**config.mk**
```make
export PLATFORM = sky130hd
export DESIGN_NAME = register_file_alu_ops
export DESIGN_NICKNAME = d
export VERILOG_FILES = /design/src/rfao_pkg.sv /design/src/register_file_alu_ops.sv /design/src/rfao_ctrl.sv /design/src/rfao_dp.sv
export VERILOG_INCLUDE_DIRS = /design/src /design/src/src
export SDC_FILE = /design/constraint.sdc
export NUM_CORES = 2
export LEC_CHECK = 0
export BUFFER_PORTS_ARGS = -buffer_cell sky130_fd_sc_hd__clkbuf_2
export CORE_MARGIN = 2
export CORE_UTILIZATION = 50
export DETAILED_ROUTE_END_ITERATION = 10
export PLACE_DENSITY = 0.67
export SLEW_MARGIN = 20
export SYNTH_ARGS = -nofsm -noshare
export SYNTH_HDL_FRONTEND = slang
export SYNTH_SLANG_ARGS = --single-unit
export TNS_END_PERCENT = 5
```
**constraint.sdc**
```tcl
create_clock -name i_clk -period 19.2 [get_ports i_clk]
set_input_delay 2.88 -clock i_clk [delete_from_list [all_inputs] [get_ports i_clk]]
set_output_delay 2.88 -clock i_clk [all_outputs]
set_load 0.02 [all_outputs]
```
**src/register_file_alu_ops_assert.svh**
```systemverilog
// Assertion macros for the register file ALU.
`ifndef REGISTER_FILE_ALU_OPS_ASSERT_SVH
`define REGISTER_FILE_ALU_OPS_ASSERT_SVH

`ifndef SYNTHESIS

// Same-cycle implication, disabled while reset is held.
`define RFAO_ASSERT_IMP(lbl, clk, rstn, ante, cons) \
    lbl: assert property (@(posedge clk) disable iff (!(rstn)) (ante) |-> (cons)) \
        else $error("register_file_alu_ops: assertion failed");

// Next-cycle implication, disabled while reset is held.
`define RFAO_ASSERT_NXT(lbl, clk, rstn, ante, cons) \
    lbl: assert property (@(posedge clk) disable iff (!(rstn)) (ante) |=> (cons)) \
        else $error("register_file_alu_ops: assertion failed");

`else

`define RFAO_ASSERT_IMP(lbl, clk, rstn, ante, cons)
`define RFAO_ASSERT_NXT(lbl, clk, rstn, ante, cons)

`endif

`endif

```
**src/rfao_pkg.sv**
```systemverilog
// Shared types, constants and helpers for the register file ALU.
package rfao_pkg;

    localparam int REG_COUNT = 8;
    localparam int IDX_W     = 3;
    localparam int DATA_W    = 32;
    localparam int IMM_W     = 25;
    localparam int OP_W      = 3;
    localparam int RF_AW     = (REG_COUNT > 1) ? $clog2(REG_COUNT) : 1;
    localparam int CMP_W     = IDX_W + RF_AW;
    localparam int DIV_STEPS = DATA_W;
    localparam int CNT_W     = $clog2(DIV_STEPS);

    typedef enum logic [OP_W-1:0] {
        OP_ADD  = 3'd0,
        OP_MUL  = 3'd1,
        OP_DIV  = 3'd2,
        OP_LOAD = 3'd3,
        OP_CMOV = 3'd4,
        OP_NAND = 3'd5
    } t_op;

    typedef enum logic [2:0] {
        ST_IDLE,
        ST_RDOP,
        ST_EXEC,
        ST_DIV,
        ST_WB,
        ST_RDA,
        ST_DONE
    } t_state;

    typedef struct packed {
        logic load;
        logic rd_ops;
        logic exec;
        logic div_step;
        logic wb;
        logic rd_a;
    } t_dp_cmd;

    typedef struct packed {
        logic is_div;
        logic c_zero;
        logic div_last;
    } t_dp_sts;

    function automatic logic rf_in_range(input logic [IDX_W-1:0] idx);
        return {{RF_AW{1'b0}}, idx} < CMP_W'(REG_COUNT);
    endfunction

    function automatic logic [RF_AW-1:0] rf_addr(input logic [IDX_W-1:0] idx);
        logic [CMP_W-1:0] wide;
        wide = {{RF_AW{1'b0}}, idx};
        return wide[RF_AW-1:0];
    endfunction

endpackage

```
**src/register_file_alu_ops.sv**
```systemverilog
// Top level of the register file ALU: controller plus datapath.
// One request is taken when start is high and busy is low; busy then stays high until
// the result has been shown. The result sits on o_result_value, o_wrote and
// o_div_by_zero for the single cycle in which o_done is high and must be taken then,
// since the block cannot be stalled. A divide with a nonzero divisor runs through the
// restoring divider, which produces one quotient bit per cycle, before the write-back.
// The register file is read through two registered ports (sources first, destination
// after the write-back) and clears to zero at reset through per-entry valid bits.
`include "register_file_alu_ops_assert.svh"

module register_file_alu_ops (
    input  logic                         i_clk,
    input  logic                         i_rst_n,
    input  logic                         start,
    output logic                         busy,
    input  logic [rfao_pkg::OP_W-1:0]    i_cmd,
    input  logic [rfao_pkg::IDX_W-1:0]   i_dest_reg,
    input  logic [rfao_pkg::IDX_W-1:0]   i_src_b_reg,
    input  logic [rfao_pkg::IDX_W-1:0]   i_src_c_reg,
    input  logic [rfao_pkg::IMM_W-1:0]   i_immediate,
    output logic                         o_done,
    output logic [rfao_pkg::DATA_W-1:0]  o_result_value,
    output logic                         o_wrote,
    output logic                         o_div_by_zero
);
    import rfao_pkg::*;

    t_dp_cmd dp_cmd;
    t_dp_sts dp_sts;

    rfao_ctrl u_ctrl (
        .i_clk    (i_clk),
        .i_rst_n  (i_rst_n),
        .start    (start),
        .i_sts    (dp_sts),
        .busy     (busy),
        .o_done   (o_done),
        .o_dp_cmd (dp_cmd)
    );

    rfao_dp u_dp (
        .i_clk          (i_clk),
        .i_rst_n        (i_rst_n),
        .i_dp_cmd       (dp_cmd),
        .i_cmd          (i_cmd),
        .i_dest_reg     (i_dest_reg),
        .i_src_b_reg    (i_src_b_reg),
        .i_src_c_reg    (i_src_c_reg),
        .i_immediate    (i_immediate),
        .o_sts          (dp_sts),
        .o_result_value (o_result_value),
        .o_wrote        (o_wrote),
        .o_div_by_zero  (o_div_by_zero)
    );

    `RFAO_ASSERT_NXT(a_accept_busy, i_clk, i_rst_n, start && !busy, busy)
    `RFAO_ASSERT_NXT(a_done_single, i_clk, i_rst_n, o_done, !o_done && !busy)
    `RFAO_ASSERT_IMP(a_dz_no_write, i_clk, i_rst_n, o_done && o_div_by_zero, !o_wrote)
    `RFAO_ASSERT_IMP(a_done_busy, i_clk, i_rst_n, o_done, busy)

endmodule

```
**src/rfao_ctrl.sv**
```systemverilog
// Controller state machine for the register file ALU.
module rfao_ctrl (
    input  logic              i_clk,
    input  logic              i_rst_n,
    input  logic              start,
    input  rfao_pkg::t_dp_sts i_sts,
    output logic              busy,
    output logic              o_done,
    output rfao_pkg::t_dp_cmd o_dp_cmd
);
    import rfao_pkg::*;

    t_state r_state;
    t_state n_state;

    always_ff @(posedge i_clk) begin
        if (!i_rst_n) begin
            r_state <= ST_IDLE;
        end else begin
            r_state <= n_state;
        end
    end

    always_comb begin
        n_state  = r_state;
        o_dp_cmd = '0;
        busy     = 1'b1;
        o_done   = 1'b0;
        unique case (r_state)
            ST_IDLE: begin
                busy = 1'b0;
                if (start) begin
                    o_dp_cmd.load = 1'b1;
                    n_state       = ST_RDOP;
                end
            end
            ST_RDOP: begin
                o_dp_cmd.rd_ops = 1'b1;
                n_state         = ST_EXEC;
            end
            ST_EXEC: begin
                o_dp_cmd.exec = 1'b1;
                // divide by zero skips the divider
                if (i_sts.is_div && !i_sts.c_zero) begin
                    n_state = ST_DIV;
                end else begin
                    n_state = ST_WB;
                end
            end
            ST_DIV: begin
                o_dp_cmd.div_step = 1'b1;
                if (i_sts.div_last) begin
                    n_state = ST_WB;
                end
            end
            ST_WB: begin
                o_dp_cmd.wb = 1'b1;
                n_state     = ST_RDA;
            end
            ST_RDA: begin
                o_dp_cmd.rd_a = 1'b1;
                n_state       = ST_DONE;
            end
            ST_DONE: begin
                o_done  = 1'b1;
                n_state = ST_IDLE;
            end
            default: begin
                n_state = ST_IDLE;
            end
        endcase
    end

endmodule

```
**src/rfao_dp.sv**
```systemverilog
// Datapath: register file, ALU, multiplier and bit-serial divider.
module rfao_dp (
    input  logic                         i_clk,
    input  logic                         i_rst_n,
    input  rfao_pkg::t_dp_cmd            i_dp_cmd,
    input  logic [rfao_pkg::OP_W-1:0]    i_cmd,
    input  logic [rfao_pkg::IDX_W-1:0]   i_dest_reg,
    input  logic [rfao_pkg::IDX_W-1:0]   i_src_b_reg,
    input  logic [rfao_pkg::IDX_W-1:0]   i_src_c_reg,
    input  logic [rfao_pkg::IMM_W-1:0]   i_immediate,
    output rfao_pkg::t_dp_sts            o_sts,
    output logic [rfao_pkg::DATA_W-1:0]  o_result_value,
    output logic                         o_wrote,
    output logic                         o_div_by_zero
);
    import rfao_pkg::*;

    logic [OP_W-1:0]   r_op;
    logic [IDX_W-1:0]  r_a;
    logic [IDX_W-1:0]  r_b;
    logic [IDX_W-1:0]  r_c;
    logic [IMM_W-1:0]  r_imm;

    logic [DATA_W-1:0] r_mem [REG_COUNT];
    logic [REG_COUNT-1:0] r_vld;
    logic [DATA_W-1:0] r_rd0;
    logic [DATA_W-1:0] r_rd1;
    logic              r_rd0_ok;
    logic              r_rd1_ok;

    logic [DATA_W-1:0] r_res;
    logic              r_we;
    logic              r_dz;
    logic              r_wrote;
    logic [DATA_W-1:0] r_rem;
    logic [DATA_W-1:0] r_quo;
    logic [CNT_W-1:0]  r_cnt;

    logic [DATA_W-1:0] op_b;
    logic [DATA_W-1:0] op_c;
    logic [DATA_W-1:0] prod;
    logic [DATA_W-1:0] alu_res;
    logic              alu_we;
    logic              c_zero;
    logic [IDX_W-1:0]  rd0_idx;
    logic [DATA_W:0]   rem_sh;
    logic [DATA_W:0]   diff;
    logic [DATA_W-1:0] n_rem;
    logic [DATA_W-1:0] n_quo;
    logic [DATA_W-1:0] wb_val;
    logic              wr_en;

    assign op_b    = r_rd0_ok ? r_rd0 : '0;
    assign op_c    = r_rd1_ok ? r_rd1 : '0;
    assign c_zero  = (op_c == '0);
    assign prod    = op_b * op_c;
    assign rd0_idx = i_dp_cmd.rd_a ? r_a : r_b;

    always_comb begin
        alu_res = '0;
        alu_we  = 1'b0;
        unique case (r_op)
            OP_ADD: begin
                alu_res = op_b + op_c;
                alu_we  = 1'b1;
            end
            OP_MUL: begin
                alu_res = prod;
                alu_we  = 1'b1;
            end
            OP_DIV: begin
                alu_we = !c_zero;
            end
            OP_LOAD: begin
                alu_res = DATA_W'(r_imm);
                alu_we  = 1'b1;
            end
            OP_CMOV: begin
                alu_res = op_b;
                alu_we  = !c_zero;
            end
            OP_NAND: begin
                alu_res = ~(op_b & op_c);
                alu_we  = 1'b1;
            end
            default: begin
                alu_res = '0;
                alu_we  = 1'b0;
            end
        endcase
    end

    // restoring divide: one quotient bit per step
    always_comb begin
        rem_sh = {r_rem, r_quo[DATA_W-1]};
        diff   = rem_sh - {1'b0, op_c};
        if (!diff[DATA_W]) begin
            n_rem = diff[DATA_W-1:0];
            n_quo = {r_quo[DATA_W-2:0], 1'b1};
        end else begin
            n_rem = rem_sh[DATA_W-1:0];
            n_quo = {r_quo[DATA_W-2:0], 1'b0};
        end
    end

    assign wb_val = (r_op == OP_DIV) ? r_quo : r_res;
    assign wr_en  = i_dp_cmd.wb && r_we && rf_in_range(r_a);

    // request capture
    always_ff @(posedge i_clk) begin
        if (i_dp_cmd.load) begin
            r_op  <= i_cmd;
            r_a   <= i_dest_reg;
            r_b   <= i_src_b_reg;
            r_c   <= i_src_c_reg;
            r_imm <= i_immediate;
        end
    end

    // register file storage and registered reads
    always_ff @(posedge i_clk) begin
        if (wr_en) begin
            r_mem[rf_addr(r_a)] <= wb_val;
        end
        if (i_dp_cmd.rd_ops || i_dp_cmd.rd_a) begin
            r_rd0 <= r_mem[rf_addr(rd0_idx)];
        end
        if (i_dp_cmd.rd_ops) begin
            r_rd1 <= r_mem[rf_addr(r_c)];
        end
    end

    always_ff @(posedge i_clk) begin
        if (!i_rst_n) begin
            r_vld    <= '0;
            r_rd0_ok <= 1'b0;
            r_rd1_ok <= 1'b0;
        end else begin
            if (wr_en) begin
                r_vld[rf_addr(r_a)] <= 1'b1;
            end
            // entries never written read as zero
            if (i_dp_cmd.rd_ops || i_dp_cmd.rd_a) begin
                r_rd0_ok <= r_vld[rf_addr(rd0_idx)] && rf_in_range(rd0_idx);
            end
            if (i_dp_cmd.rd_ops) begin
                r_rd1_ok <= r_vld[rf_addr(r_c)] && rf_in_range(r_c);
            end
        end
    end

    always_ff @(posedge i_clk) begin
        if (i_dp_cmd.exec) begin
            r_res <= alu_res;
            r_we  <= alu_we;
            r_dz  <= (r_op == OP_DIV) && c_zero;
            r_rem <= '0;
            r_quo <= op_b;
            r_cnt <= '0;
        end
        if (i_dp_cmd.div_step) begin
            r_rem <= n_rem;
            r_quo <= n_quo;
            r_cnt <= r_cnt + CNT_W'(1);
        end
        if (i_dp_cmd.wb) begin
            r_wrote <= wr_en;
        end
    end

    assign o_sts.is_div   = (r_op == OP_DIV);
    assign o_sts.c_zero   = c_zero;
    assign o_sts.div_last = (r_cnt == CNT_W'(DIV_STEPS - 1));

    assign o_result_value = op_b;
    assign o_wrote        = r_wrote;
    assign o_div_by_zero  = r_dz;

endmodule

```
==> impl_metrics.csv <==
group,metric,value,unit
logic_synthesis,synth_area_per_cell,11.7,um^2
hold_path,hold_class,"reg2reg",
timing,slew_headroom,26.7,%
logic_synthesis,synthArstFlopShare,0,%
global_route,grt_util_all_layers,29.5,%
cts,clkLatencyLatePin,0.61,ns
setup_path,crit_buf_inv,6,
cts,h-tree-depth,2,
routing,drc,0,
final_layout,nNetsFinal,3991,
logic_synthesis,syn_inst,3318,
placement,hpwl,83100,um
timing,post-route-min-period,10.07,ns
timing,setup_viol,0,
floorplanning,core-area,77100,um^2
logic_synthesis,ys_types,71,
setup_path,critPathLaunch,"u_dp.r_rd0_ok",
routing,drt.antenna.violating_nets,0,
cts,root_buffer,"clkbuf_16",
logic_synthesis,yosysWarnings,0,
setup_path,crit_family,"adder cells",
power,vdd_drop_max,0.0784,mV
timing,slew_violations,0,
cts,cts.sinks,474,
run_status,status,"complete, no violations",
routing,routed_wl,115000,um
setup_path,cpMaxStageDelayCell,"inv_1",
setup_path,worst_setup_path_start_kind,"register",
routing,viasPerCell,6.03,
setup_path,worstRegToRegCells,29,
setup_path,cp_num_cells,29,
logic_synthesis,synth_area_leaders,"edfxtp_1 36%, fa_1 21%, mux4_2 7.7%",
timing,max_freq,99.3,MHz
setup_path,cp-endpoint,"u_dp.r_res[31]",
final_layout,drive_above_1_share,13.9,%
final_layout,area_delta_synth_final,8.46,%
floorplanning,die-area,79700,um^2
timing,finalSetupTns,0,ns
run,cap_violations,0,
setup_path,end_kind,"register",
power,p_leak,17.1,nW
final_layout,layout_commonest_cell,"edfxtp_1",
floorplanning,die_h,282,um
setup_path,cp_common_cell,"fa_1",
global_route,grt_max_degree,76,
placement,routabilityCongestion,0.997,
placement,io_buffers,75,
logic_synthesis,synth-main-ff-cell,"edfxtp_1",
setup_path,arrival,10.42,ns
global_route,antenna_found_initial,4,
setup_path,max_stage_delay,0.86,ns
cts,hold_buffers,0,
timing,period_share,52.4,%
placement,dp_slack,9.37,ns
floorplanning,pin_count,76,
logic_synthesis,ys_ff_latch,474,
logic_synthesis,netlist_area,38700,um^2
global_route,grt_pass1_vias,27500,
routing,first_iter_violations,2893,
cts,cts_tree,"built",
logic_synthesis,ys_seq_area_share,36.4,%
floorplanning,initial_utilization,50.2,%
routing,drt_first_pass_iters,6,
final_layout,layout_common_cells,"461 x edfxtp_1, 440 x inv_1, 410 x fa_1",
setup_path,path_class,"reg2reg",
cts,cts_setup_buffers,0,
logic_synthesis,synth_top_area_share,35.7,%
setup_path,timing.rr.end,"u_dp.r_res[31]",
global_route,grt_pass1_wl,172000,um
logic_synthesis,netlist.top_cell.by_area,"edfxtp_1",
setup_path,cp.required,19.56,ns
cts,cts_resized,0,
setup_path,worstReg2RegStart,"u_dp.r_rd0_ok",
timing,timing.final.ws_setup,9.13,ns
routing,wl_per_cell,25.9,um
global_route,grt-ovfl-total,0,
cts,path_clk_slew,0.06,ns
cts,cts.path.max_buffers,3,
setup_path,crit_fanout,18,
routing,num_vias,26700,
floorplanning,rows,102,
timing,worst_slew_pin_slew,1.10,ns
logic_synthesis,synth_edf_count,461,
power,powerDensity,70.8,nW/um^2
logic_synthesis,syn_nets,3956,
timing,hold_viol,0,
timing,fin_skew,0.0317,ns
setup_path,reg2reg_slack,9.13,ns
cts,cts_inserted_buffers,50,
floorplanning,die_w,282,um
timing,rsz0062_at_grt,"false",
## registers in the layout, summed over array words and instances, names as in the netlist, 3 cells and up
name            count
u_dp.r_c            3
u_dp.r_quo         32
u_ctrl.r_state      3
u_dp.r_rd1         32
u_dp.r_res         32
u_dp.r_cnt          5
u_dp.r_a            3
u_dp.r_vld          8
u_dp.r_op           3
u_dp.r_mem        256
u_dp.r_imm         25
u_dp.r_rem         32
u_dp.r_b            3
u_dp.r_rd0         32
## kinds of logic (layout without fill, tap and decap cells)
family          count (synthesis)  count (layout)  synth area share (%)
xor+xnor                      138             138                  3.14
mux                           300             300                  12.3
fa+ha+maj                     598             598                  27.3
simple gates                  843             843                  8.99
flops                         474             474                  36.4
buf+inv                       621             696                  6.08
compound gates                344             344                  5.77
other cells                     0               2                     0
## routing by layer
layer | routed length (um) | GRT usage (%) | up-vias
met1 | 45200 | 40.5 | 13700
met4 | 5070 | 11.5 | 4
li1 | - | - | 11300
met5 | 33 | 0 | -
met3 | 12000 | 6.34 | 288
met2 | 52400 | 46.1 | 1479
## metrics by stage
stage               hold WS [ns]  total power (W)  std cells  cell area [um^2]  util (%)
floorplan                  0.453          0.00179       3318             38700         -
global placement           0.466          0.00204       4341             40400      52.4
detailed placement         0.479          0.00204       4341             40400      52.4
CTS                        0.493          0.00298       4433             42000      54.5
global route               0.509          0.00309       4433             42000      54.5
finish                     0.496          0.00297       4435             42000      54.5
## power breakdown
part           internal, W  leakage (nW)  switching, W
Sequential         0.00124          4.34     0.0000404
Combinational     0.000271          11.9      0.000486
Clock             0.000536         0.775      0.000400
## cell type report
type	instances	area, um^2
fill	6599	35100
multi-input combinational	2223	22400
sequential	474	14100
inverter	464	1740
clock buffer	66	1350
tap	1040	1300
timing repair buffer	140	863
clock inverter	26	225
antenna	2	5.00
## Yosys cell counts (all sizes together), types with 18 or more instances
cell type,n
edfxtp,461
inv,441
fa,410
nor2,407
nand2,309
ha,188
mux4,132
clkbuf,129
o21ai,99
xnor2,98
mux2,97
a21oi,83
mux2i,71
xor2,40
a21o,38
and2,28
buf,28
clkinv,23
o21a,21
nor2b,18
## worst min path at each step
stage                     depth (start not counted)     startpoint            end
after floorplan                                   1  u_dp.r_vld[1]  u_dp.r_vld[1]
after global placement                            1  u_dp.r_vld[6]  u_dp.r_vld[6]
after detailed placement                          1  u_dp.r_vld[6]  u_dp.r_vld[6]
after CTS                                         1  u_dp.r_vld[6]  u_dp.r_vld[6]
after global routing                              1  u_dp.r_vld[6]  u_dp.r_vld[6]
final                                             1  u_dp.r_vld[6]  u_dp.r_vld[6]
Note: power is estimated with default switching activity, not from simulation.
